**config.mk**
```make
export PLATFORM = sky130hd
export DESIGN_NAME = lmps_front
export DESIGN_NICKNAME = d
export VERILOG_FILES = /design/src/hdl/lmps_pkg.sv /design/src/hdl/lmps_front.sv
export SDC_FILE = /design/constraint.sdc
export NUM_CORES = 1
export LEC_CHECK = 0
export ABC_AREA = 1
export BUFFER_PORTS_ARGS = -buffer_cell sky130_fd_sc_hd__buf_2
export CELL_PAD_IN_SITES_DETAIL_PLACEMENT = 1
export CELL_PAD_IN_SITES_GLOBAL_PLACEMENT = 1
export CORE_MARGIN = 4
export CORE_UTILIZATION = 34
export CTS_BUF_LIST = sky130_fd_sc_hd__clkbuf_4 sky130_fd_sc_hd__clkbuf_8
export CTS_CLUSTER_DIAMETER = 40
export DETAILED_ROUTE_END_ITERATION = 16
export PLACE_DENSITY = 0.9
export SKIP_LAST_GASP = 1
export SLEW_MARGIN = 20
export SYNTH_ARGS = -nofsm -noshare
export SYNTH_HDL_FRONTEND = slang
export SYNTH_SLANG_ARGS = --single-unit
```
**constraint.sdc**
```tcl
create_clock -name clk -period 2.5 [get_ports clk]
set_input_delay 0.125 -clock clk [delete_from_list [all_inputs] [get_ports clk]]
set_output_delay 0.125 -clock clk [all_outputs]
set_load 0.02 [all_outputs]
```
**src/hdl/lmps_pkg.sv**
```systemverilog
package lmps_pkg;

  // Panel geometry and color depth
  localparam int ROWS           = 16;
  localparam int COLUMNS        = 32;
  localparam int COMPONENT_BITS = 8;

  localparam int STORE_DEPTH = 2 * ROWS * COLUMNS;
  localparam int PAIRS       = ROWS * COLUMNS;
  localparam int PAIR_W      = $clog2(PAIRS);
  localparam int ROW_W       = (ROWS > 1) ? $clog2(ROWS) : 1;
  localparam int COL_W       = (COLUMNS > 1) ? $clog2(COLUMNS) : 1;

  // Fixed field widths
  localparam int PIX_W    = 10;
  localparam int CHAN_W   = 8;
  localparam int CYCLE_W  = 8;
  localparam int LEVEL_W  = 9;
  localparam int ROWNUM_W = 4;
  localparam int RGB_W    = 3;
  localparam int PIXEL_W  = 3 * CHAN_W;

  localparam logic [CHAN_W-1:0]  COMP_MASK    = CHAN_W'((1 << COMPONENT_BITS) - 1);
  localparam logic [LEVEL_W-1:0] LEVELS_RESET = LEVEL_W'(256);
  localparam logic [LEVEL_W-1:0] LEVELS_MAX   = LEVEL_W'(256);

  // Command queue depth
  localparam int QDEPTH  = 4;
  localparam int QPTR_W  = $clog2(QDEPTH);
  localparam int QCNT_W  = $clog2(QDEPTH + 1);

  // Word kind carried in tuser
  typedef enum logic {
    MODE_WRITE = 1'b0,
    MODE_TICK  = 1'b1
  } mode_t;

  // One classified command: pixel write or scan tick
  typedef struct packed {
    mode_t                mode;
    logic                 store;      // write address lies inside the store
    logic [PIX_W-1:0]     addr;       // pixel address, or pair index on a tick
    logic [CHAN_W-1:0]    red;
    logic [CHAN_W-1:0]    green;
    logic [CHAN_W-1:0]    blue;
    logic [CYCLE_W-1:0]   cycle;
    logic [ROWNUM_W-1:0]  row;
    logic                 frame_end;
  } cmd_t;

  // Queue status toward front and back
  typedef struct packed {
    logic full;
    logic empty;
  } q_stat_t;

  // Lit bits of one pixel against a PWM cycle
  function automatic logic [RGB_W-1:0] lit_bits(input logic [PIXEL_W-1:0] pix,
                                                input logic [CYCLE_W-1:0] cycle);
    logic [RGB_W-1:0] v;
    v[0] = pix[CHAN_W-1:0] > cycle;
    v[1] = pix[2*CHAN_W-1:CHAN_W] > cycle;
    v[2] = pix[3*CHAN_W-1:2*CHAN_W] > cycle;
    return v;
  endfunction

endpackage

```
**src/hdl/lmps_front.sv**
```systemverilog
module lmps_front import lmps_pkg::*; (
  input  logic                clk,
  input  logic                rst,
  input  logic                accept,
  input  logic                mode_in,
  input  logic [PIX_W-1:0]    pixel_index,
  input  logic [CHAN_W-1:0]   red,
  input  logic [CHAN_W-1:0]   green,
  input  logic [CHAN_W-1:0]   blue,
  input  logic                cfg_we,
  input  logic [LEVEL_W-1:0]  cfg_wdata,
  output logic                push,
  output cmd_t                push_cmd
);

  logic [LEVEL_W-1:0] levels;
  logic [COL_W-1:0]   col;
  logic [ROW_W-1:0]   row;
  logic [CYCLE_W-1:0] cycle;
  logic [PAIR_W-1:0]  pair;

  logic [LEVEL_W-1:0] last_level;
  logic               last_col;
  logic               last_row;
  logic               last_cycle;
  logic               is_tick;

  // Config register
  always_ff @(posedge clk) begin
    if (rst) begin
      levels <= LEVELS_RESET;
    end else if (cfg_we) begin
      levels <= cfg_wdata;
    end
  end

  // Clamp levels to 1..256 and find the last cycle
  always_comb begin
    if (levels == '0) begin
      last_level = '0;
    end else if (levels > LEVELS_MAX) begin
      last_level = LEVELS_MAX - LEVEL_W'(1);
    end else begin
      last_level = levels - LEVEL_W'(1);
    end
  end

  assign is_tick    = mode_in == MODE_TICK;
  assign last_col   = col >= COL_W'(COLUMNS - 1);
  assign last_row   = row >= ROW_W'(ROWS - 1);
  assign last_cycle = {1'b0, cycle} >= last_level;

  // Classify the word
  always_comb begin
    push               = accept;
    push_cmd.mode      = is_tick ? MODE_TICK : MODE_WRITE;
    push_cmd.store     = {1'b0, pixel_index} < (PIX_W + 1)'(STORE_DEPTH);
    push_cmd.addr      = is_tick ? PIX_W'(pair) : pixel_index;
    push_cmd.red       = red & COMP_MASK;
    push_cmd.green     = green & COMP_MASK;
    push_cmd.blue      = blue & COMP_MASK;
    push_cmd.cycle     = cycle;
    push_cmd.row       = ROWNUM_W'(row);
    push_cmd.frame_end = last_col && last_row && last_cycle;
  end

  // Scan counters: column, then row, then PWM cycle
  always_ff @(posedge clk) begin
    if (rst) begin
      col   <= '0;
      row   <= '0;
      cycle <= '0;
      pair  <= '0;
    end else if (accept && is_tick) begin
      if (!last_col) begin
        col  <= col + COL_W'(1);
        pair <= pair + PAIR_W'(1);
      end else begin
        col <= '0;
        if (!last_row) begin
          row  <= row + ROW_W'(1);
          pair <= pair + PAIR_W'(1);
        end else begin
          row  <= '0;
          pair <= '0;
          if (last_cycle) begin
            cycle <= '0;
          end else begin
            cycle <= cycle + CYCLE_W'(1);
          end
        end
      end
    end
  end

endmodule

```
# == Yosys cells after proc, flatten, opt, wreduce, memory -nomap -nowiden ==
# Index checks and enable logic that the tools add are counted.
# word_totals
register_bits,35
latchBits,0
mem_bits_rw,0
mem_bits_ro,0
inputBits,48
word_cells,29
memories,0
# classes
add_sub_neg,5
n_mul,0
n_div,0
order_cmp,4
eq_ne,0
shifts,0
n_mux,9
bitwise_logic,0
n_reduce_logical,6
# op_table
operator,n
$mux W9,4
$mux W10,1
$add A9 B1 Y9 const B,1
$ge A8 B9 Y1,1
$gt A9 B9 Y1 const B,1
$logic_not A9 Y1,1
$sub A9 B1 Y9 const B,1
$add A8 B1 Y8 const B,1
$mux W8,1
$add A5 B1 Y5 const B,1
$ge A5 B5 Y1 const B,1
$mux W5,1
$add A4 B1 Y4 const B,1
$ge A4 B4 Y1 const B,1
$mux W4,1
$logic_and A1 B1 Y1,3
$reduce_and A3 Y1,1
$reduce_and A2 Y1,1
$mux W1,1

# == Depth between registers and ports, before layout ==
# Gate-level depths: netlist (run 1).
# depth
ltp_word,5
mapped_depth,18

# == Worst setup path after synthesis (run 1) ==
# OpenSTA, ideal clock, no wires.
# synth_timing
kind,reg2reg
start,register levels[0]
end,register cycle[2]
setup_time_ps,64
t_arrival_ps,2045
required_time_ps,2436
slack_ps,392
stages_incl_launch_ff,19
synth_period_minus_slack_ps,2108
path_cell_list,dfxtp_1 > inv_1 > ha_1 > nand2_1 > nor2_1 > nand2_1 > o21ai_0 > o211ai_1 > nand2_1 > ha_1 > nand2_1 > nand2_1 > nand2_1 > nand2_1 > nor2_1 > nand3_1 > nand2_4 > clkinv_2 > nor2_1
# synth_via
elab_chain_cells,5
word_cells_on_any_way,7
classes_between,add/sub (1); order compare (2); mux (3); reduce/logical (1)
# synth_lines
item,line,source
start: declaration,lmps_front.sv:16,logic [LEVEL_W-1:0] levels;
start signal: assignment,lmps_front.sv:33,levels <= cfg_wdata;
$sub A9 B1 Y9 / $gt A9 B9 Y1 (equally long branches),"lmps_front.sv:44, lmps_front.sv:41",
$mux W9,lmps_front.sv:41,end else if (levels > LEVELS_MAX) begin
$mux W9 (*),lmps_front.sv:39,if (levels == '0) begin
$ge A8 B9 Y1 (*),lmps_front.sv:51,"assign last_cycle = {1'b0, cycle} >= last_level;"
$mux W8 (*),lmps_front.sv:86,if (last_cycle) begin
end signal: assignment,lmps_front.sv:89,cycle <= cycle + CYCLE_W'(1);
end: declaration,lmps_front.sv:19,logic [CYCLE_W-1:0] cycle;
# Mark *: on every way between the ends. The rest lies on a longest branch, timed or not.
# A chain may end at the register's enable or synchronous reset.

==> metrics.txt, run 1 <==
Synth Area per Inst about 6.7 um^2; starting DRC count in detailed routing 74; area taken by multi-input logic gates 0.00138 mm^2; final setup vio count 1; Total GRT Usage 0.157; Register Area between 700 and 800 um^2; area grow syn2layout 19.4%; root buf cell clkbuf_8; EDFF count, synth 0; DRT antenna net count 0; post-detail-place hpwl 4830 um; GPL Wtd Cong around 0.90; critical path required time between 2 and 2.5 ns; Final Max Slew Viols 0; startpoint types flip-flop; # clock sinks 35; asr flop ratio synth 0; Yosys warning total 0; Syn Nets 409; CTS tree yes; fin area 0.00279 mm^2; Post-Layout Cell Count 456; period utilization 1.01; CTS buffer count 5; Max Cap Viol 0; r2r setup slk roughly 0.06 ns; via count 2235; Core ar. 0.00649 mm^2; failing checks negative setup slack; Max Fclk 0.394 GHz; I/O pins 98; Die W 90.9 um; NumNets Final 440; # fillers 845; crit-path cells inv_2, ha_4, nand2_4, nor2_4, nand4_1, nand2_2, buf_6, nand3_4, nand2_2, ha_2, nand4_1, nor2_2, nor2_2, a21oi_2, buf_6; initial antenna violation count 0; library cells used by synthesis 37; H-tree depth 2; Clock Tree Buf Depth 2; register bit total from synthesis 35; placed cells 440; Initial Util 0.360; die area 0.00826 mm^2; share of post-route cells with drive strength above 1 0.306; register area share after synthesis 0.300; number of global-route vias before repair approximately 2400; Most used DFF post-synth dfxtp_1; final hold vios 0; Mapped Cells 347; WL final 6500 um; Leak 1.32 nW; Setup Skew 0.00749 ns; critical path class flip-flop to output port; Commonest cells post-synth nand2_1, inv_1, nor2_1, dfxtp_1, buf_4; Die Height 90.9 um; first-pass GRT wire length between 10000 and 15000 um; status finished, violations left; diode count 0; Critical Path Sink Type output port; critical path's largest stage delay 0.34 ns; worst min-delay path class primary input to flip-flop; largest cells by area after synthesis dfxtp_1, nand2_1, buf_4; Post-Syn Area 0.00234 mm^2; Yosys top cell area share 0.300; Wirelength per Cell 14.3 um; Crit-path slowest cell dfxtp_2; Peak VDD IR 0.310 mV; Worst-path clk slew 0.08 ns; DRC 0; final setup TNS -0.0360 ns; RSZ-0062 raised after global routing true; grt ovf 0; final core utilization 0.430; critical path peak fanout 5; # rows 29; post-synth top area cell dfxtp_1; vias per inst 4.90; PnR worst setup slack -0.0360 ns; Final min period about 2.5 ns; clk_lat worst skew 0.29 ns; Initial DRT Pass Iterations 4; DP Area 0.00244 mm^2; Data arrival, critical path ~2.4 ns; most numerous cell in the Yosys netlist nand2_1; PwrDens 489 mW/mm^2; Port Buffer Count 48; pin count of the biggest net entering global routing 19; pre-CTS WS -0.0433 ns
-- cell families (layout without fill, tap and decap cells) --
group | Yosys count | in the layout | share of synthesized area
adders and majority gates | 14 | 14 | 0.0749
buffers and inverters | 79 | 111 | 0.175
other | 1 | 1 | 0.00160
DFF | 35 | 35 | 0.300
and+or+nand+nor | 167 | 167 | 0.325
xor gates and xnor gates | 3 | 3 | 0.0112
AOI/OAI and AO/OA | 48 | 48 | 0.113
-- stage by stage --
stage	hold WS, ns	power (W)
final	0.0482	0.00136
after floorplan	0.194	0.000775
after global routing	0.0361	0.00143
after detailed placement	0.250	0.000776
after CTS	0.0425	0.00135
after global placement	0.250	0.000764
-- path summary, 6_finish.rpt --
path,startpoint,depth (start not counted),to
max reg2reg,levels[0],17,cycle[3]
min reg2reg,pair[7],2,pair[7]
min,rst,2,pair[0]
max,levels[0],15,push_cmd[0]
-- placed cells by master, fill, tap and decap left out, drive strengths merged, types with 3 or more instances in the layout --
| master | count |
|---|---|
| clkinv | 3 |
| inv | 45 |
| nor3 | 6 |
| nand3 | 22 |
| ha | 14 |
| or2 | 4 |
| nor2 | 45 |
| o21ai | 28 |
| nand4 | 4 |
| nand2 | 82 |
| dfxtp | 35 |
| buf | 56 |
| xor2 | 3 |
| clkbuf | 6 |
| a21oi | 15 |
-- flip-flops by register name (all words and copies together), names as in the netlist --
signal / flops
col: 5
pair: 9
cycle: 8
levels: 9
row: 4
-- final cells by class --
type                            instances  area share
Clock inverter                          2      0.0126
Tap cell                               77      0.0345
Inverter                               47      0.0645
Multi-Input combinational cell        233       0.495
Clock buffer                            6      0.0296
Timing Repair Buffer                   56       0.111
Sequential cell                        35       0.252
-- worst max-delay path: cells and delay by family, from the launching register on --
family	cells	cell delay [ns]
compound gates	1	0.15
fa+ha+maj	2	0.47
buf+inv	3	0.36
flops	1	0.34
simple gates	9	0.79
-- layer usage --
layer / up-vias / global-route usage / wire (um)
li1: 1140 / - / -
met1: 1053 / 0.180 / 2760
met2: 35 / 0.299 / 3420
met3: 7 / 0.0300 / 260
met4: 0 / 0.0364 / 65
met5: - / 0 / 0
-- what timing repair did --
item,CTS,global route
hold endpoints to repair,0,0
hold buffers,0,0
pin swaps,8,14
setup endpoints to repair,8,9
cloned,0,0
buffers inserted,4,4
gates resized for setup,29,17
-- power by group --
| group | switching [W] | leakage (nW) | internal (W) | total [W] |
|---|---|---|---|---|
| combinational | 0.000140 | 0.973 | 0.0000952 | 0.000235 |
| clock | 0.000214 | 0.0612 | 0.000323 | 0.000536 |
| sequential | 0.0000193 | 0.286 | 0.000574 | 0.000593 |
| total | 0.000373 | 1.32 | 0.000992 | 0.00136 |
Power figures use the tool's default switching activity.
==> run 2, diff against run 1 <==
--- a/config.mk
+++ b/config.mk
@@ -15,6 +15,7 @@
 export CTS_CLUSTER_DIAMETER = 40
 export DETAILED_ROUTE_END_ITERATION = 16
 export PLACE_DENSITY = 0.9
+export SETUP_SLACK_MARGIN = 0.15
 export SKIP_LAST_GASP = 1
 export SLEW_MARGIN = 20
 export SYNTH_ARGS = -nofsm -noshare
==> run 2 against run 1 <==
  * The run still ends with negative setup slack left
  * Via count grew 1.5%
  * Core utilization is 0.31 points higher
  * Maximum frequency shrank 1.2%
  * Sequential share of layout area decreased by 0.22 points
  * Wire length grew 3.4%
  * Count of clock-buffer cells in the layout did not move
  * Global-route usage rose by 0.17 points
  * Largest cell class unchanged
==> metrics.txt, run 2 (synthesized netlist as in run 1, its figures left out) <==
Die Height 90.9 um; hold_ws 0.0510 ns; failing checks negative setup slack; Initial Util 0.360; Largest regs levels: 9 flops, pair: 9 flops, cycle: 8 flops; RSZ-0062 raised after global routing true; commonest cells after routing, fill and taps aside nand2_1, buf_2, inv_1; Die W 90.9 um; first-pass GRT wire length 10900 um; Flop pwr share 0.432; # rows 29; PwrDens 489 mW/mm^2; Peak VDD IR between 0.3 and 0.4 mV; Psw 0.000378 W; critical path's largest stage delay 0.37 ns; clk_lat worst skew between 0.2 and 0.3 ns; status finished, violations left; fin area 0.00281 mm^2; Worst-path clk slew 0.08 ns; final core utilization 0.433; Total GRT Usage 0.159; CTS buffer count 5; critical path required time 2.38 ns; Leak 1.33 nW; PnR worst setup slack -0.0660 ns; Max Fclk 0.390 GHz; DRC 0; number of global-route vias before repair 2381; startpoint types flip-flop; vias per inst about 5.0; initial antenna violation count 0; Setup Skew ~0.0065 ns; worst hold start rst; CTS tree yes; DRT antenna net count 0; # fillers 844; crit-path cells inv_4, ha_4, nand2_4, nor2_4, nand4_1, nand2_4, buf_6, nand3_2, nand2_2, ha_4, nand4_1, nor2_2, nor2_2, a21oi_2, buf_6; Max Cap Viol 0; Reg-to-Reg Start levels[0]; starting DRC count in detailed routing 89; WL final roughly 6700 um; pre-CTS WS -0.0433 ns; pin count of the biggest net entering global routing 19; critical path class flip-flop to output port; R2R cell count 17; diode count 0; final setup TNS -0.0660 ns; NumNets Final 442; root buf cell clkbuf_8; Crit-path slowest cell dfxtp_2; Final Max Slew Viols 0; worst min-delay path class primary input to flip-flop; I/O pins 98; GPL Wtd Cong 0.899; Switching Share 0.275; area grow syn2layout 20.3%; Port Buffer Count 48; DP Area 0.00244 mm^2; Core ar. about 0.0065 mm^2; Critical Path Sink Type output port; grt ovf 0; final hold vios 0; critical path peak fanout 5; crit path from levels[0]; die area 0.00826 mm^2; Final min period 2.57 ns; Clock Tree Buf Depth 2; # clock sinks 35; Clk pwr share 0.389; Initial DRT Pass Iterations 4; Wirelength per Cell ~15 um; share of post-route cells with drive strength above 1 0.307; final setup vio count 1; Internal 0.000996 W; via count 2268; Comb pwr share 0.179; commonest non-fill, non-tap cell in the layout nand2_1; post-detail-place hpwl between 4000 and 5000 um; Data arrival, critical path between 2 and 2.5 ns; depth of the worst hold-timing path 2; H-tree depth 2; period utilization 1.03
-- run 2: changes by cell type in the layout (fill, tap and decap cells not counted) --
cell,previous run,this run
buf_4,7,9
nand2_4,3,4
nand2_1,71,70
dfxtp_2,3,2
o21ai_2,1,0
dfxtp_1,32,33
o21ai_1,4,5
inv_2,6,5
inv_4,1,2
-- run 2: final cells by class --
type	count	area (um^2)	area share
Sequential cell	35	703	0.250
Inverter	47	183	0.0650
Clock buffer	6	82.6	0.0294
Clock inverter	2	35.0	0.0125
Timing Repair Buffer	58	325	0.116
Tap cell	77	96.3	0.0343
Multi-Input combinational cell	233	1390	0.493
-- run 2: power by group through the flow --
| stage | combinational [W] | clock (W) | sequential (W) |
|---|---|---|---|
| final | 0.000246 | 0.000535 | 0.000594 |
| after global routing | 0.000272 | 0.000576 | 0.000596 |
| after CTS | 0.000214 | 0.000546 | 0.000588 |
| after detailed placement | 0.000177 | 0 | 0.000599 |
| after global placement | 0.000167 | 0 | 0.000598 |
| after floorplan | 0.000180 | 0 | 0.000595 |
-- run 2: worst paths after layout --
check	endpoint	slack [ns]
hold reg to reg	pair[7]	0.50
hold / removal	pair[0]	0.05
setup reg to reg	cycle[3]	0.06
setup / recovery	push_cmd[0]	-0.07
-- run 2: repair_timing --
action                     CTS  global route
pin swaps                    9            14
buffers inserted             6             4
hold buffers                 0             0
setup endpoints to repair    9             9
gates resized for setup     29            18
-- run 2: layer usage --
layer | global-route usage | vias to the layer above | share of wire
li1 | - | 1146 | -
met1 | 0.180 | 1071 | 0.42
met2 | 0.302 | 43 | 0.53
met3 | 0.0300 | 8 | 0.041
met4 | 0.0427 | 0 | 0.012
met5 | 0 | - | 0
-- run 2: stage by stage --
step / power (W) / instances
after floorplan: 0.000775 / 347
after global routing: 0.00144 / 458
after global placement: 0.000764 / 440
after detailed placement: 0.000776 / 440
final: 0.00137 / 458
after CTS: 0.00135 / 454
-- run 2: worst max-delay path, delay by kind of cell (launching register included) --
kind	cells	cell delay [ns]
AOI/OAI and AO/OA	1	0.15
and+or+nand+nor	9	0.84
adders and majority gates	2	0.43
DFF	1	0.37
buffers and inverters	3	0.34
==> run 3, diff against run 2 <==
--- a/config.mk
+++ b/config.mk
@@ -10,11 +10,11 @@
 export CELL_PAD_IN_SITES_DETAIL_PLACEMENT = 1
 export CELL_PAD_IN_SITES_GLOBAL_PLACEMENT = 1
 export CORE_MARGIN = 4
-export CORE_UTILIZATION = 34
+export CORE_UTILIZATION = 28
 export CTS_BUF_LIST = sky130_fd_sc_hd__clkbuf_4 sky130_fd_sc_hd__clkbuf_8
 export CTS_CLUSTER_DIAMETER = 40
 export DETAILED_ROUTE_END_ITERATION = 16
-export PLACE_DENSITY = 0.9
+export PLACE_DENSITY = 0.78
 export SETUP_SLACK_MARGIN = 0.15
 export SKIP_LAST_GASP = 1
 export SLEW_MARGIN = 20
==> run 3 against run 2 <==
  * Sequential share of layout area shrank 0.13 points
  * Critical endpoint unchanged
  * Largest power group unchanged
  * The flow now finishes without violations
  * Cell area grew 0.53%
  * Clock skew grew 0.00094 ns
==> metrics.txt, run 3 (synthesized netlist as in run 1, its figures left out) <==
status completed; Peak VDD IR 0.148 mV; commonest cells after routing, fill and taps aside nand2_1, buf_2, inv_1; clk_lat worst skew 0.29 ns; # clock sinks 35; GPL Wtd Cong 0.792; H-tree depth 2; Core ar. 0.00818 mm^2; post-detail-place hpwl 4840 um; placed cells 468; Register Area 703 um^2; root buf cell clkbuf_8; CP bufs+invs 3; Post-Layout Cell Count 488; Data arrival, critical path 2.33 ns; area grow syn2layout 20.9%; Setup Skew about 0.0074 ns; Initial Util 0.286; starting DRC count in detailed routing 47; final hold vios 0; WL final 6370 um; Max Fclk 0.408 GHz; grt ovf 0; final setup TNS 0 ns; Final min period 2.45 ns; die area roughly 0.01 mm^2; # rows 33; critical path required time around 2.4 ns; critical path peak fanout 5; Clock Tree Buf Depth 2; Total GRT Usage 0.126; critical path's largest stage delay 0.35 ns; crit-path cells inv_4, ha_4, nand2_4, nor2_4, nand4_1, nand2_2, buf_6, nand3_4, nand2_4, ha_4, nand4_1, nor2_1, nor2_2, a21oi_2, buf_6; PwrDens between 400 and 500 mW/mm^2; I/O pins 98; Die Height 99.4 um; share of post-route cells with drive strength above 1 0.319; first-pass GRT wire length a little over 10000 um; NumNets Final between 400 and 500; CTS tree yes; Leak 1.33 nW; Final Max Slew Viols 0; number of global-route vias before repair between 2000 and 2500; Port Buffer Count 48; Worst path top cell family by delay simple AND/OR/NAND/NOR gates; Worst-path clk slew 0.08 ns; area taken by multi-input logic gates 0.00138 mm^2; pin count of the biggest net entering global routing 19; hold_buf cts 0; via count about 2200; pre-CTS WS about 0.0046 ns; worst min-delay path class primary input to flip-flop; Initial DRT Pass Iterations 4; period utilization 0.981; RSZ-0062 raised after global routing true; final setup vio count 0; Die W 99.4 um; DRT antenna net count 0; commonest non-fill, non-tap cell in the layout nand2_1; DRC 0; CTS buffer count 5; diode count 0; # fillers between 1000 and 1500; vias per inst 4.59; final core utilization 0.346; PnR worst setup slack 0.0483 ns; Critical Path Sink Type output port; Crit-path slowest cell dfxtp_2; critical path class flip-flop to output port; Max Cap Viol 0; initial antenna violation count 0; Largest regs levels: 9 flops, pair: 9 flops, cycle: 8 flops; hold_ws 0.0594 ns; startpoint types flip-flop; Wirelength per Cell 13.1 um
## run 3: where the power goes
| part | switching, W | internal (W) | leakage [nW] | total, W |
|---|---|---|---|---|
| clock | 0.000212 | 0.000191 | 0.0477 | 0.000403 |
| sequential | 0.0000167 | 0.000573 | 0.286 | 0.000590 |
| combinational | 0.000140 | 0.0000964 | 0.992 | 0.000236 |
## run 3: final cells by class
class                           instances  area share
Clock buffer                            5      0.0243
Sequential cell                        35       0.249
Timing Repair Buffer                   60       0.120
Tap cell                              105      0.0465
Inverter                               47      0.0651
Clock inverter                          3     0.00531
Multi-Input combinational cell        233       0.490
## run 3: worst paths after layout
path / slack [ns] / startpoint / endpoint / cells after the start
max: 0.05 / levels[0] / push_cmd[0] / 15
min: 0.06 / cfg_wdata[8] / levels[8] / 3
max reg2reg: 0.13 / levels[0] / cycle[6] / 20
min reg2reg: 0.51 / pair[6] / pair[7] / 2
## run 3: tightest hold or removal path, stage by stage
cell and delay [ns]:
buf_2 0.08, a21oi_1 0.05, o21ai_0 0.06
## run 3: through the flow
step	power [W]	cell area [um^2]
detailed placement	0.000775	2480
global route	0.00129	2830
global placement	0.000766	2480
finish	0.00123	2830
floorplan	0.000775	2340
CTS	0.00121	2700
## run 3: layer usage
metal  track usage  routed length [um]  up-vias
li1              -                   -     1141
met1         0.146                2740     1057
met2         0.230                3330       34
met3        0.0238                 208       10
met4        0.0462                  88        0
met5             0                   0        -
## run 3: what timing repair did
action,4_1_cts,5_1_grt
resized for setup,28,20
pin swaps,16,17
setup endpoints to repair,9,9
setup buffers,6,6
