===== src/hdl/lmps_pkg.sv =====
package lmps_pkg;

  // Panel geometry and color depth
  localparam int ROWS           = 16;
  localparam int COLUMNS        = 32;
  localparam int COMPONENT_BITS = 8;

  localparam int STORE_DEPTH = 2 * ROWS * COLUMNS;
  localparam int PAIRS       = ROWS * COLUMNS;
  localparam int PAIR_W      = $clog2(PAIRS);
  localparam int ROW_W       = (ROWS > 1) ? $clog2(ROWS) : 1;
  localparam int COL_W       = (COLUMNS > 1) ? $clog2(COLUMNS) : 1;

  // Fixed field widths
  localparam int PIX_W    = 10;
  localparam int CHAN_W   = 8;
  localparam int CYCLE_W  = 8;
  localparam int LEVEL_W  = 9;
  localparam int ROWNUM_W = 4;
  localparam int RGB_W    = 3;
  localparam int PIXEL_W  = 3 * CHAN_W;

  localparam logic [CHAN_W-1:0]  COMP_MASK    = CHAN_W'((1 << COMPONENT_BITS) - 1);
  localparam logic [LEVEL_W-1:0] LEVELS_RESET = LEVEL_W'(256);
  localparam logic [LEVEL_W-1:0] LEVELS_MAX   = LEVEL_W'(256);

  // Command queue depth
  localparam int QDEPTH  = 4;
  localparam int QPTR_W  = $clog2(QDEPTH);
  localparam int QCNT_W  = $clog2(QDEPTH + 1);

  // Word kind carried in tuser
  typedef enum logic {
    MODE_WRITE = 1'b0,
    MODE_TICK  = 1'b1
  } mode_t;

  // One classified command: pixel write or scan tick
  typedef struct packed {
    mode_t                mode;
    logic                 store;      // write address lies inside the store
    logic [PIX_W-1:0]     addr;       // pixel address, or pair index on a tick
    logic [CHAN_W-1:0]    red;
    logic [CHAN_W-1:0]    green;
    logic [CHAN_W-1:0]    blue;
    logic [CYCLE_W-1:0]   cycle;
    logic [ROWNUM_W-1:0]  row;
    logic                 frame_end;
  } cmd_t;

  // Queue status toward front and back
  typedef struct packed {
    logic full;
    logic empty;
  } q_stat_t;

  // Lit bits of one pixel against a PWM cycle
  function automatic logic [RGB_W-1:0] lit_bits(input logic [PIXEL_W-1:0] pix,
                                                input logic [CYCLE_W-1:0] cycle);
    logic [RGB_W-1:0] v;
    v[0] = pix[CHAN_W-1:0] > cycle;
    v[1] = pix[2*CHAN_W-1:CHAN_W] > cycle;
    v[2] = pix[3*CHAN_W-1:2*CHAN_W] > cycle;
    return v;
  endfunction

endpackage


===== src/hdl/lmps_queue.sv =====
module lmps_queue import lmps_pkg::*; (
  input  logic    clk,
  input  logic    rst,
  input  logic    push,
  input  cmd_t    push_cmd,
  input  logic    pop,
  output cmd_t    head,
  output q_stat_t stat
);

  cmd_t              entries [QDEPTH];
  logic [QPTR_W-1:0] wr_ptr;
  logic [QPTR_W-1:0] rd_ptr;
  logic [QCNT_W-1:0] count;

  assign stat.full  = count == QCNT_W'(QDEPTH);
  assign stat.empty = count == '0;
  assign head       = entries[rd_ptr];

  // Entry storage
  always_ff @(posedge clk) begin
    if (push) begin
      entries[wr_ptr] <= push_cmd;
    end
  end

  // Pointers and fill count
  always_ff @(posedge clk) begin
    if (rst) begin
      wr_ptr <= '0;
      rd_ptr <= '0;
      count  <= '0;
    end else begin
      if (push) begin
        wr_ptr <= wr_ptr + QPTR_W'(1);
      end
      if (pop) begin
        rd_ptr <= rd_ptr + QPTR_W'(1);
      end
      if (push && !pop) begin
        count <= count + QCNT_W'(1);
      end else if (pop && !push) begin
        count <= count - QCNT_W'(1);
      end
    end
  end

endmodule


===== config.mk =====
export PLATFORM = sky130hd
export DESIGN_NAME = lmps_queue
export DESIGN_NICKNAME = d
export VERILOG_FILES = /design/src/hdl/lmps_pkg.sv /design/src/hdl/lmps_queue.sv
export SDC_FILE = /design/constraint.sdc
export NUM_CORES = 1
export LEC_CHECK = 0
export BUFFER_PORTS_ARGS = -buffer_cell sky130_fd_sc_hd__buf_2
export CAP_MARGIN = 20
export CORE_MARGIN = 2
export CORE_UTILIZATION = 30
export DETAILED_ROUTE_END_ITERATION = 16
export PLACE_DENSITY = 0.56
export SLEW_MARGIN = 20
export SYNTH_ARGS = -nofsm -noshare
export SYNTH_HDL_FRONTEND = slang
export SYNTH_SLANG_ARGS = --single-unit

===== constraint.sdc =====
create_clock -name clk -period 6.5 [get_ports clk]
set_input_delay 0.65 -clock clk [delete_from_list [all_inputs] [get_ports clk]]
set_output_delay 0.65 -clock clk [all_outputs]
set_load 0.005 [all_outputs]

-- After elaboration in Yosys (flattened, before gate mapping)
Memories as Yosys holds them, arrays and structs flattened. A register that Yosys moved wholly into a read port is not among the register bits.
Cells that the tools add are included.
- logic and storage cells: 21
- bits of input ports: 53
- output and inout port bits: 51
- memories kept: 1
- register bits: 7
- bits in writable memories: 196
- memory list (memory ; words ; width ; rd ports ; clocked after Yosys merged registers in ; write ports ; line ; RTL):
    entries ; 4 ; 49 ; 1 ; 1 ; 1 ; lmps_queue.sv:11 ; cmd_t entries [QDEPTH];
- reduce and logical (&&, ||, !) cells: 6
- add/subtract/negate cells: 4
- mux-type cells: 6
- equality and inequality tests: 1
- operator list (kind ; count):
    3-bit two-way mux ; 2
    2-bit by 1-bit adder with 2-bit output (second input constant) ; 2
    2-bit two-way mux ; 2
    3-bit by 1-bit adder with 3-bit output (second input constant) ; 1
    3-bit equality test (second input constant) ; 1
    3-bit zero test ; 1
    3-bit by 1-bit subtractor with 3-bit output (second input constant) ; 1
    1-bit logical AND ; 2
    1-bit zero test ; 2
    1-bit two-way mux ; 2
    2-bit nonzero test ; 1

-- Logic depth before layout (Yosys ltp)
Gate-level depths: netlist of the first run.
- word-level depth: 4
- depth in mapped cells: 7
- mapped depth without buffers: 7

-- Worst setup path after synthesis of the first run
Ideal clock, no wire load.
- path kind: in2reg
- start: in push
- end: mem entries[0][0] (netlist name), enable pin
- path buffers: 0
- required time: 6.089 ns
- library setup time: 0.411 ns
- slack: 4.266 ns
- stages on the path: 1
- data arrival time: 1.822 ns
- cells stage by stage: and2_1
- cells in the longest elaborated chain, start to end: 2
- ends and longest elaborated chain (element ; line ; RTL):
    start: declaration ; lmps_queue.sv:4 ; input logic push,
    1-bit two-way mux ; lmps_queue.sv:22 ; if (push) begin
    1-bit two-way mux (not written as such) ; lmps_queue.sv:23 ; entries[wr_ptr] <= push_cmd;
    end: declaration ; lmps_queue.sv:11 ;
Every way passes these cells.

==> results of run 1 <==
==> cells in the mapped netlist (all sizes together) <==
cell type,n
ha,5
edfxtp,196
nor3,1
nand2,1
clkbuf,1
mux4,49
fa,1
xor2,3
a21oi,1
and2,4
dfxtp,9
nor2,7
o21ai,1
or3,1
buf,11
inv,4
xnor2,2
mux2i,2
nor3b,1
==> cells by family (layout without fill, tap and decap cells) <==
kind of cell / Yosys count / after routing
AO/OA/AOI/OAI: 2 / 2
XOR/XNOR: 5 / 5
adder cells (fa/ha/maj): 6 / 6
buffers and inverters: 16 / 153
flip-flops: 205 / 205
multiplexers: 51 / 51
AND/OR/NAND/NOR: 15 / 15
==> report_power, final <==
group / switching (mW) / internal (mW) / leakage (nW) / total, mW
registers: 0.0268 / 1.52 / 1.88 / 1.54
clock network: 0.487 / 0.789 / 0.364 / 1.28
logic: 0.123 / 0.127 / 0.842 / 0.250
==> cells in the final DEF (no fill, tap or decap), types with 2 or more instances in the layout <==
cell type / count
mux2i_1: 2
mux4_1: 2
bufinv_16: 3
buf_2: 103
buf_4: 5
clkbuf_16: 23
inv_1: 4
nor2_1: 7
edfxtp_1: 196
clkbuf_1: 5
xor2_1: 3
dfxtp_1: 7
and2_2: 4
mux4_2: 47
clkinvlp_4: 2
clkbuf_8: 2
ha_1: 5
clkinv_2: 4
xnor2_1: 2
==> stage by stage <==
stage                     worst slack (ns)  hold WS [ns]   util
after floorplan                       4.27         0.466      -
after global placement                3.90         0.475  0.343
after detailed placement              3.90         0.521  0.343
after CTS                             3.37         0.333  0.374
after global routing                  3.41         0.331  0.375
final                                 3.58         0.360  0.375
==> worst max-delay path: stages (launching register included) <==
cell and delay, ns:
dfxtp_4 0.73, buf_12 0.30, mux4_1 0.57, buf_2 0.14
==> sequential cells by signal (all words and copies together) (netlist names), named ones only <==
register and cells:
entries 196, wr_ptr 2, rd_ptr 2, count 3
==> layout make-up <==
class,count,area [um^2]
Fill cell,2237,15300
Sequential cell,205,6070
Multi-Input combinational cell,79,1350
Clock buffer,30,622
Timing Repair Buffer,109,573
Tap cell,324,405
Clock inverter,10,129
Inverter,4,15.0
==> metal layers <==
metal  vias to the layer above  part of all wire  track usage
li1                       1506                 -            -
met4                         2             0.018       0.0330
met2                        84              0.50        0.184
met3                        27             0.056       0.0280
met1                      1792              0.43        0.136
met5                         -           0.00093            0
==> path summary, 6_finish.rpt <==
kind                start        endpoint  slack, ns  depth (start not counted)
max             flip-flop        head[47]       3.58                          3
min          push_cmd[38]  entries[1][38]       0.36                          1
max reg2reg     wr_ptr[0]   entries[3][9]       4.60                          3
min reg2reg     rd_ptr[1]       flip-flop       0.54                          2
==> reports/qor_table.md, run 1 <==
| Result | Value |
|---|---|
| RSZ-0062 raised after global routing | no |
| Status | completed |
| Wire length per cell | 18.4 um |
| Growth of design area from synthesis to finish | 21.8% |
| Total routing usage reported by global routing | 0.108 |
| Max capacitance violation total | 0 |
| CP startpoint kind | flip-flop |
| Clock edge transition at the registers on the reported setup and hold paths | 0.06 ns |
| Total leakage power | 3.08 nW |
| Data arrival at the endpoint of the critical path | 2.27 ns |
| Simple-gate share of the synthesized area | 0.00982 |
| Final cell area excluding filler cells | 0.00916 mm^2 |
| Number of placed instances, taps included | 720 |
| Seq/Total Area, Yosys | 0.807 |
| Initial core utilization | 0.307 |
| Area of the mapped netlist | 0.00752 mm^2 |
| Initial DRC Count | 194 |
| DRC violations left | 0 |
| Overall overflow remaining after global route | 0 |
| # IOs | 104 |
| Final critical delay including setup and external delays | 2.92 ns |
| FP Rows | 57 |
| Placement Cell Area | 0.00839 mm^2 |
| Maximum number of buffers from clock root to sink | 3 |
| Overall die width | 162 um |
| Element type at the critical path end | output pin |
| Antenna Cells | 0 |
| Final cell count without fillers | 761 |
| Required time at the endpoint of the critical path | 5.85 ns |
| Post-route antenna net violation count | 0 |
| Syn Inst Count | 300 |
| Final hold violation count | 0 |
| Fraction of synthesized area in multiplexers | 0.150 |
| Sum of net half-perimeters after detailed placement | 7680 um |
| Die area | 0.0264 mm^2 |
| Post-Syn Nets | 359 |
| Post-Route WL | 14000 um |
| Synthesized-area fraction occupied by adder cells | 0.0110 |
| Worst min path class | in2reg |
| Number of H-tree branching levels | 1 |
| Setup Viol. Count Final | 0 |
| Crit share post-route | 0.449 |
| Critical path class | reg2out |
| Net total in the final layout | 480 |
| Sinks on Clock Net | 205 |
| Via count | 3411 |
| Count of TritonRoute iterations in the first routing pass | 4 |
| Timing-limited maximum frequency | 0.343 GHz |
| Netlist cell types | 24 |
| Later-pin clock latency in the skew report | 0.50 ns |
| Summed negative setup slack over all endpoints | 0 ns |
| Antenna violations before repair | 1 |
| Area fraction in compound gates after synthesis | 0.00133 |
| Share of the synthesized netlist area taken by xor and xnor gates | 0.00582 |
| Post-route total power | 3.07 mW |
| Number of max-slew violations in the final report | 0 |
| Total of cells resized after clock tree synthesis | 0 |
| Post-synthesis area per instance | 25.1 um^2 |
| Number of register bits inferred by synthesis | 205 |
| Die height | 162 um |
| # port buffers | 103 |
| Pin count of the biggest net entering global routing | 50 |
| Clock Skew | 0.0138 ns |
| YS warnings | 0 |
| CTS buffer count | 22 |
| Layout cells sized above 1 | 0.449 |
| Cell type with the largest total area after synthesis | edfxtp_1 |
| Max Fanout on Critical Path | 26 |
| Clock tree from TritonCTS | built |
| Cts hold-fix bufs | 0 |
| Worst rel slew slack | 0.470 |
| Core outline area | 0.0245 mm^2 |
| Yosys top cell area share | 0.783 |
| Top area cells in the synthesized netlist | edfxtp_1 78%, mux4_2 14%, dfxtp_1 2.4% |
| First-pass GRT wire length | 21600 um |
| Worst VDD drop | 168 uV |
| Final weighted congestion in routability-driven placement | 0.654 |
| Number of global-route vias before repair | 3741 |
| Number of vias per cell after detailed routing | 4.48 |
| Root Buffer | clkbuf_16 |
| Pwr dens | 335 mW/mm^2 |
| Buffer count from post-CTS setup fixing | 0 |
| Main combinational cell family by area after synthesis | multiplexers |
| Transition time of the tightest slew-check pin | 0.795 ns |
Note: power is estimated with default switching activity, not from simulation.
==> inputs of run 2 (changes only) <==
--- a/config.mk
+++ b/config.mk
@@ -10,7 +10,7 @@
 export CORE_MARGIN = 2
 export CORE_UTILIZATION = 30
 export DETAILED_ROUTE_END_ITERATION = 16
-export PLACE_DENSITY = 0.56
+export PLACE_DENSITY = 0.58
 export SLEW_MARGIN = 20
 export SYNTH_ARGS = -nofsm -noshare
 export SYNTH_HDL_FRONTEND = slang
==> constraint.sdc (replaced) <==
create_clock -name clk -period 2.35 [get_ports clk]
set_input_delay 0.235 -clock clk [delete_from_list [all_inputs] [get_ports clk]]
set_output_delay 0.235 -clock clk [all_outputs]
set_load 0.005 [all_outputs]
==> run 2 against run 1 <==
Sequential share of layout area decreased by 4.2 points. Flip-flop and latch count unchanged. Worst setup slack worse by 3.4 ns. Non-clock buffer count increased by 65. Power rose to 2.7 times the previous value. Sequential power grew to 2.8 times the previous value. Largest power group unchanged. Highest routed layer unchanged.
==> reports/qor_table.md, run 2 (synthesized netlist as in run 1, its figures left out) <==
| Result | Value | vs previous |
|---|---|---|
| Status | completed |  |
| Fillcell total | 2205 | -1.4% |
| Worst min path class | in2reg |  |
| RSZ-0062 raised after global routing | no |  |
| Reg2reg start | wr_ptr[0] |  |
| Net total in the final layout | 546 | +14% |
| Initial DRC Count | 147 | -24% |
| Worst rel slew slack | 0.647 | +0.177 |
| Total leakage power | 3.36 nW | +9.1% |
| Clock tree from TritonCTS | built |  |
| CTS buffer count | 23 | +4.5% |
| Share of total power in combinational logic | 0.097 | +0.015 |
| Pwr dens | 863 mW/mm^2 | +160% |
| Sum of net half-perimeters after detailed placement | 8650 um | +13% |
| Clock edge transition at the registers on the reported setup and hold paths | 0.06 ns | about the same |
| FP Rows | 57 | unchanged |
| Area taken by multi-input logic gates | 0.00135 mm^2 | unchanged |
| Worst setup endpoint | head[47] |  |
| Net switching share of the total power | 0.213 | +0.00513 |
| Worst VDD drop | 605 uV | +260% |
| Total of cells resized after clock tree synthesis | 0 | unchanged |
| Count of TritonRoute iterations in the first routing pass | 4 | unchanged |
| Max Fanout on Critical Path | 19 | -27% |
| Via count | 3606 | +5.7% |
| Die area | 0.0264 mm^2 | unchanged |
| Overall die width | 162 um | unchanged |
| Critical path class | reg2out |  |
| Final hold violation count | 0 | unchanged |
| Post-route antenna net violation count | 0 | unchanged |
| Final cell area excluding filler cells | 0.00977 mm^2 | +6.7% |
| Clock Skew | 0.00579 ns | -0.00798 ns |
| Initial core utilization | 0.307 | unchanged |
| Element type at the critical path end | output pin |  |
| Root Buffer | clkbuf_16 |  |
| Wire length per cell | 17.5 um | -5.0% |
| Transition time of the tightest slew-check pin | 0.530 ns | -0.265 ns |
| Growth of design area from synthesis to finish | 30.0% |  |
| Number of H-tree branching levels | 1 | unchanged |
| Overall overflow remaining after global route | 0 | unchanged |
| Placement Cell Area | 0.00848 mm^2 | +1.1% |
| First-pass GRT wire length | 22600 um | +4.5% |
| Count of cells along the worst register-to-register path | 3 | unchanged |
| Internal power | 6.64 mW | +170% |
| Most used routing layer | met2 |  |
| Later-pin clock latency in the skew report | 0.50 ns | about the same |
| Die height | 162 um | unchanged |
| Post-Route Utilization | 0.400 | +0.0251 |
| Crit share post-route | 0.908 |  |
| Number of max-slew violations in the final report | 0 | unchanged |
| Final critical-path setup slack | 0.217 ns | -3.37 ns |
| Met3 track demand over resource | 0.0300 | +0.00204 |
| R2r setup slk | 0.78 ns | -3.82 ns |
| Global-route track usage on met2 | 0.187 | +0.00368 |
| Number of global-route vias before repair | 3992 | +6.7% |
| Layout cells sized above 1 | 0.419 | -0.0290 |
| Antenna violations before repair | 2 | +1 |
| Final critical delay including setup and external delays | 2.13 ns |  |
| Final weighted congestion in routability-driven placement | 0.652 | -0.40% |
| Proportion of power drawn by flip-flops and latches | 0.504 | about the same |
| Core outline area | 0.0245 mm^2 | unchanged |
| Flip-flop count of the largest register, all copies and words added | 196 | unchanged |
| Highest-count cells in the layout ignoring fill and taps | 196 x edfxtp_1, 103 x buf_2, 50 x dlygate4sd3_1 |  |
| Setup Viol. Count Final | 0 | unchanged |
| Total routing usage reported by global routing | 0.112 | +0.00445 |
| Register area | 0.00607 mm^2 | unchanged |
| Terminus of the critical flop-to-flop path | entries[1][33] |  |
| Post-Route WL | 14500 um | +3.4% |
| Maximum number of buffers from clock root to sink | 3 | unchanged |
| DRC violations left | 0 | unchanged |
| # port buffers | 103 | unchanged |
| Smallest hold slack | 0.0723 ns | -0.288 ns |
| # IOs | 104 | unchanged |
| Switching power | 1.79 mW | +180% |
| CP startpoint kind | flip-flop |  |
| Data arrival at the endpoint of the critical path | 1.90 ns | -0.37 ns |
| Largest registers | entries x196, count x3 |  |
| Largest register by flop count | entries |  |
| Clock Power Share | 0.399 | -0.017 |
| Most common library cell in the layout ignoring fill and taps | edfxtp_1 |  |
| Routing usage on met1 | 0.145 | +0.00933 |
| Place WS | 0.560 ns | -3.34 ns |
| Summed negative setup slack over all endpoints | 0 ns | unchanged |
| Sinks on Clock Net | 205 | unchanged |
| Pin count of the biggest net entering global routing | 33 | -34% |
| Number of vias per cell after detailed routing | 4.36 | -2.8% |
| Max capacitance violation total | 0 | unchanged |
| Timing-limited maximum frequency | 0.469 GHz |  |
| Required time at the endpoint of the critical path | 2.12 ns | -3.73 ns |
## run 2: cell types whose count changed in the layout (fill, tap and decap cells not counted), moves of 2 or more
cell | before | now
clkbuf_8 | 2 | 0
clkinv_4 | 0 | 2
buf_12 | 1 | 3
clkbuf_1 | 5 | 1
buf_4 | 5 | 18
clkinv_1 | 1 | 6
dlygate4sd3_1 | 0 | 50
## run 2: final cells by class
cell class                      instances  area share
Antenna cell                            1    0.000256
Clock buffer                           24      0.0593
Clock inverter                         17      0.0147
Inverter                                4     0.00154
Multi-Input combinational cell         79       0.138
Sequential cell                       205       0.621
Tap cell                              324      0.0415
Timing Repair Buffer                  174       0.124
## run 2: how the worst min path moves through the flow
stage	start	endpoint	depth (start not counted)
global route	pop	rd_ptr[0]	3
CTS	pop	rd_ptr[0]	3
detailed placement	push_cmd[21]	entries[1][21]	1
global placement	push_cmd[40]	entries[3][40]	1
finish	pop	rd_ptr[0]	3
floorplan	push_cmd[0]	entries[0][0]	0
## run 2: stage by stage
stage | cells | total power, mW
CTS | 818 | 8.56
detailed placement | 727 | 5.08
global placement | 727 | 5.05
global route | 827 | 8.82
finish | 828 | 8.44
floorplan | 300 | 4.74
## run 2: per-layer routing
| layer | vias to the layer above | wire, um |
|---|---|---|
| li1 | 1642 | - |
| met2 | 94 | 7080 |
| met3 | 27 | 849 |
| met5 | - | 13 |
| met1 | 1841 | 6270 |
| met4 | 2 | 275 |
## run 2: critical path, cell delays in order (launching register included)
cell and delay (ns):
dfxtp_4 0.44, buf_12 0.22, mux4_1 0.58, buf_2 0.14
## run 2: power groups by stage
stage	Clock, mW	Combinational [mW]	Sequential [mW]
6_report	3.37	0.818	4.25
5_1_grt	3.65	0.903	4.26
4_1_cts	3.49	0.816	4.26
3_5_place_dp	0	0.744	4.34
3_3_place_gp	0	0.728	4.32
2_1_floorplan	0	0.431	4.31
## run 2: repair_timing
| item | in CTS | in global routing |
|---|---|---|
| hold buffers | 50 | 0 |
| buffers inserted | 0 | 9 |
| endpoints found under the setup margin | 0 | 6 |
| endpoints found under the hold margin | 204 | 0 |
==> inputs of run 3 (changes only) <==
--- a/config.mk
+++ b/config.mk
@@ -10,7 +10,7 @@
 export CORE_MARGIN = 2
 export CORE_UTILIZATION = 30
 export DETAILED_ROUTE_END_ITERATION = 16
-export PLACE_DENSITY = 0.58
+export PLACE_DENSITY = 0.46
 export SLEW_MARGIN = 20
 export SYNTH_ARGS = -nofsm -noshare
 export SYNTH_HDL_FRONTEND = slang
==> run 3 against run 2 <==
Critical path depth unchanged. Clock power rose by 5%. First-iteration DRC count increased by 69%. Global-route usage is 0.25 points higher. Hold slack got worse by 0.058 ns. Routed wire length rose by 4.0%. Cell area increased by 0.14%. Clock skew is 0.0012 ns higher. Sequential share of layout area shrank 0.087 points. Critical endpoint is now head[37].
==> reports/qor_table.md, run 3 (synthesized netlist as in run 1, its figures left out) <==
| Result | Value | vs previous |
|---|---|---|
| Placement Cell Area | 0.00852 mm^2 | +0.50% |
| Die area | 0.0264 mm^2 | unchanged |
| Data arrival at the endpoint of the critical path | 1.90 ns | about the same |
| Flip-flop count of the largest register, all copies and words added | 196 | unchanged |
| CTS buffer count | 23 | unchanged |
| Net switching share of the total power | 0.212 | -0.000663 |
| Total routing usage reported by global routing | 0.115 | +0.00253 |
| First-pass GRT wire length | 22900 um | +1.6% |
| Element type at the critical path end | output pin |  |
| Die height | 162 um | unchanged |
| Later-pin clock latency in the skew report | 0.50 ns | about the same |
| Cell type group with the largest total delay on the critical path | flip-flops |  |
| Final critical delay including setup and external delays | 2.13 ns | -0.00126 ns |
| Net total in the final layout | 537 | -1.6% |
| Final weighted congestion in routability-driven placement | 0.671 | +3.0% |
| Share of total power in combinational logic | 0.096 | about the same |
| Worst setup endpoint | head[37] |  |
| Setup Viol. Count Final | 0 | unchanged |
| Crit share post-route | 0.907 | about the same |
| DRC violations left | 0 | unchanged |
| Reg2reg start | wr_ptr[0] |  |
| Antenna violations before repair | 0 | -2 |
| Number of H-tree branching levels | 1 | unchanged |
| Wire length per cell | 18.4 um | +5.1% |
| Pin count of the biggest net entering global routing | 41 | +24% |
| Largest registers | entries x196, count x3 |  |
| Worst-path cell chain | buf_4 -> mux4_2 -> buf_2 |  |
| Max capacitance violation total | 0 | unchanged |
| Overall overflow remaining after global route | 0 | unchanged |
| Worst rel slew slack | 0.710 | +0.0631 |
| CP startpoint kind | flip-flop |  |
| Number of global-route vias before repair | 4003 | +0.28% |
| Maximum number of buffers from clock root to sink | 3 | unchanged |
| Critical path class | reg2out |  |
| Final hold violation count | 0 | unchanged |
| Growth of design area from synthesis to finish | 30.1% |  |
| Post-route antenna net violation count | 0 | unchanged |
| Routing usage on met1 | 0.150 | +0.00431 |
| Sum of net half-perimeters after detailed placement | 8910 um | +3.0% |
| Via count | 3624 | +0.50% |
| Initial core utilization | 0.307 | unchanged |
| Core outline area | 0.0245 mm^2 | unchanged |
| Overall die width | 162 um | unchanged |
| Transition time of the tightest slew-check pin | 0.435 ns | -0.0947 ns |
| Status | completed |  |
| Most used routing layer | met2 |  |
| Count of cells along the worst register-to-register path | 4 | +1 |
| # port buffers | 103 | unchanged |
| Combined buffer and inverter count along the critical path | 2 | unchanged |
| RSZ-0062 raised after global routing | no |  |
| Post-Route WL | 15100 um | +4.0% |
| Sinks on Clock Net | 205 | unchanged |
| Largest register by flop count | entries |  |
| # IOs | 104 | unchanged |
| Worst VDD drop | 429 uV | -29% |
| R2r setup slk | 0.74 ns | -0.04 ns |
| FP Rows | 57 | unchanged |
| Clock Power Share | 0.410 | +0.011 |
| Global-route track usage on met2 | 0.196 | +0.00870 |
| Number of max-slew violations in the final report | 0 | unchanged |
| Summed negative setup slack over all endpoints | 0 ns | unchanged |
| Clock edge transition at the registers on the reported setup and hold paths | 0.06 ns | about the same |
| Terminus of the critical flop-to-flop path | entries[2][15] |  |
| Highest-count cells in the layout ignoring fill and taps | 196 x edfxtp_1, 103 x buf_2, 49 x dlygate4sd3_1 |  |
| Met3 track demand over resource | 0.0244 | -0.00560 |
| Count of TritonRoute iterations in the first routing pass | 6 | +2 |
| Initial DRC Count | 249 | +69% |
| Required time at the endpoint of the critical path | 2.12 ns | about the same |
| Critical path depth | 3 | unchanged |
| Number of vias per cell after detailed routing | 4.42 | +1.6% |
| Layout cells sized above 1 | 0.414 | -0.00534 |
| Most common library cell in the layout ignoring fill and taps | edfxtp_1 |  |
| Clock Skew | 0.00697 ns | +0.00118 ns |
| Clock tree from TritonCTS | built |  |
| Switching power | 1.82 mW | +1.7% |
| Biggest cell delay along the critical path | 0.56 ns | -0.02 ns |
| Worst min path class | in2reg |  |
| Final cell area excluding filler cells | 0.00979 mm^2 | +0.14% |
| Antenna Cells | 0 | -1 |
| Root Buffer | clkbuf_16 |  |
| Total leakage power | 3.35 nW | -0.36% |
| Internal power | 6.79 mW | +2.2% |
| Timing-limited maximum frequency | 0.469 GHz | about the same |
| Critical-path top delay cell | dfxtp_2 |  |
| Proportion of power drawn by flip-flops and latches | 0.493 | -0.011 |
| Pwr dens | 880 mW/mm^2 | +1.9% |
| Total of cells resized after clock tree synthesis | 0 | unchanged |
| Max Fanout on Critical Path | 12 | -7 |
[run 3: changes by cell type in the layout (fill, tap and decap cells not counted), sizes merged]
cell / before / now
buf: 124 / 116
clkbuf: 24 / 31
clkinv: 12 / 6
diode: 1 / 0
dlygate4sd3: 50 / 49
[run 3: stage by stage]
stage	setup WS [ns]	power, mW	utilization	hold slack (ns)	cells
finish	0.218	8.61	0.400	0.0144	819
global route	0.123	8.95	0.400	0.00685	819
CTS	0.156	8.76	0.400	0.000669	819
detailed placement	0.522	5.12	0.348	0.452	726
global placement	0.512	5.10	0.348	0.445	726
floorplan	0.226	4.74	-	0.334	300
[run 3: layout make-up]
type / count / area [um^2]
clock buffer: 31 / 647
fill: 2193 / 14700
multi-input combinational: 79 / 1350
sequential: 205 / 6070
clock inverter: 11 / 113
tap: 324 / 405
inverter: 4 / 15.0
timing repair buffer: 165 / 1190
[run 3: worst min path at each step]
stage	from	endpoint	slack, ns	cells after the start
final	rst	wr_ptr[0]	0.01	2
after global routing	rst	wr_ptr[1]	0.007	2
after CTS	rst	rd_ptr[0]	0.0007	2
after detailed placement	push_cmd[16]	entries[3][16]	0.45	1
after global placement	push_cmd[46]	entries[1][46]	0.44	1
after floorplan	push_cmd[0]	entries[0][0]	0.33	0
[run 3: per-layer routing]
metal	routed length, um	share of wire
met1	6640	0.44
met2	7370	0.49
met3	680	0.045
met4	367	0.024
met5	0	0
[run 3: repair_timing]
action                     in CTS  in global routing
setup endpoints to repair      11                  0
hold endpoints to repair      196                  0
hold buffers                   49                  0
buffers inserted                2                  0
[run 3: worst register-to-register path, delay by kind of cell (launching register included)]
kind / cells / cell delay [ns]
flip-flops: 1 / 0.35
buffers and inverters: 2 / 0.43
AND/OR/NAND/NOR: 1 / 0.38
adder cells (fa/ha/maj): 1 / 0.13
[run 3: power groups by stage]
stage               sequential, mW  clock, mW  combinational [mW]
floorplan                     4.31          0               0.431
global placement              4.33          0               0.765
detailed placement            4.34          0               0.774
CTS                           4.25       3.64               0.865
global route                  4.26       3.77               0.914
finish                        4.25       3.53               0.829
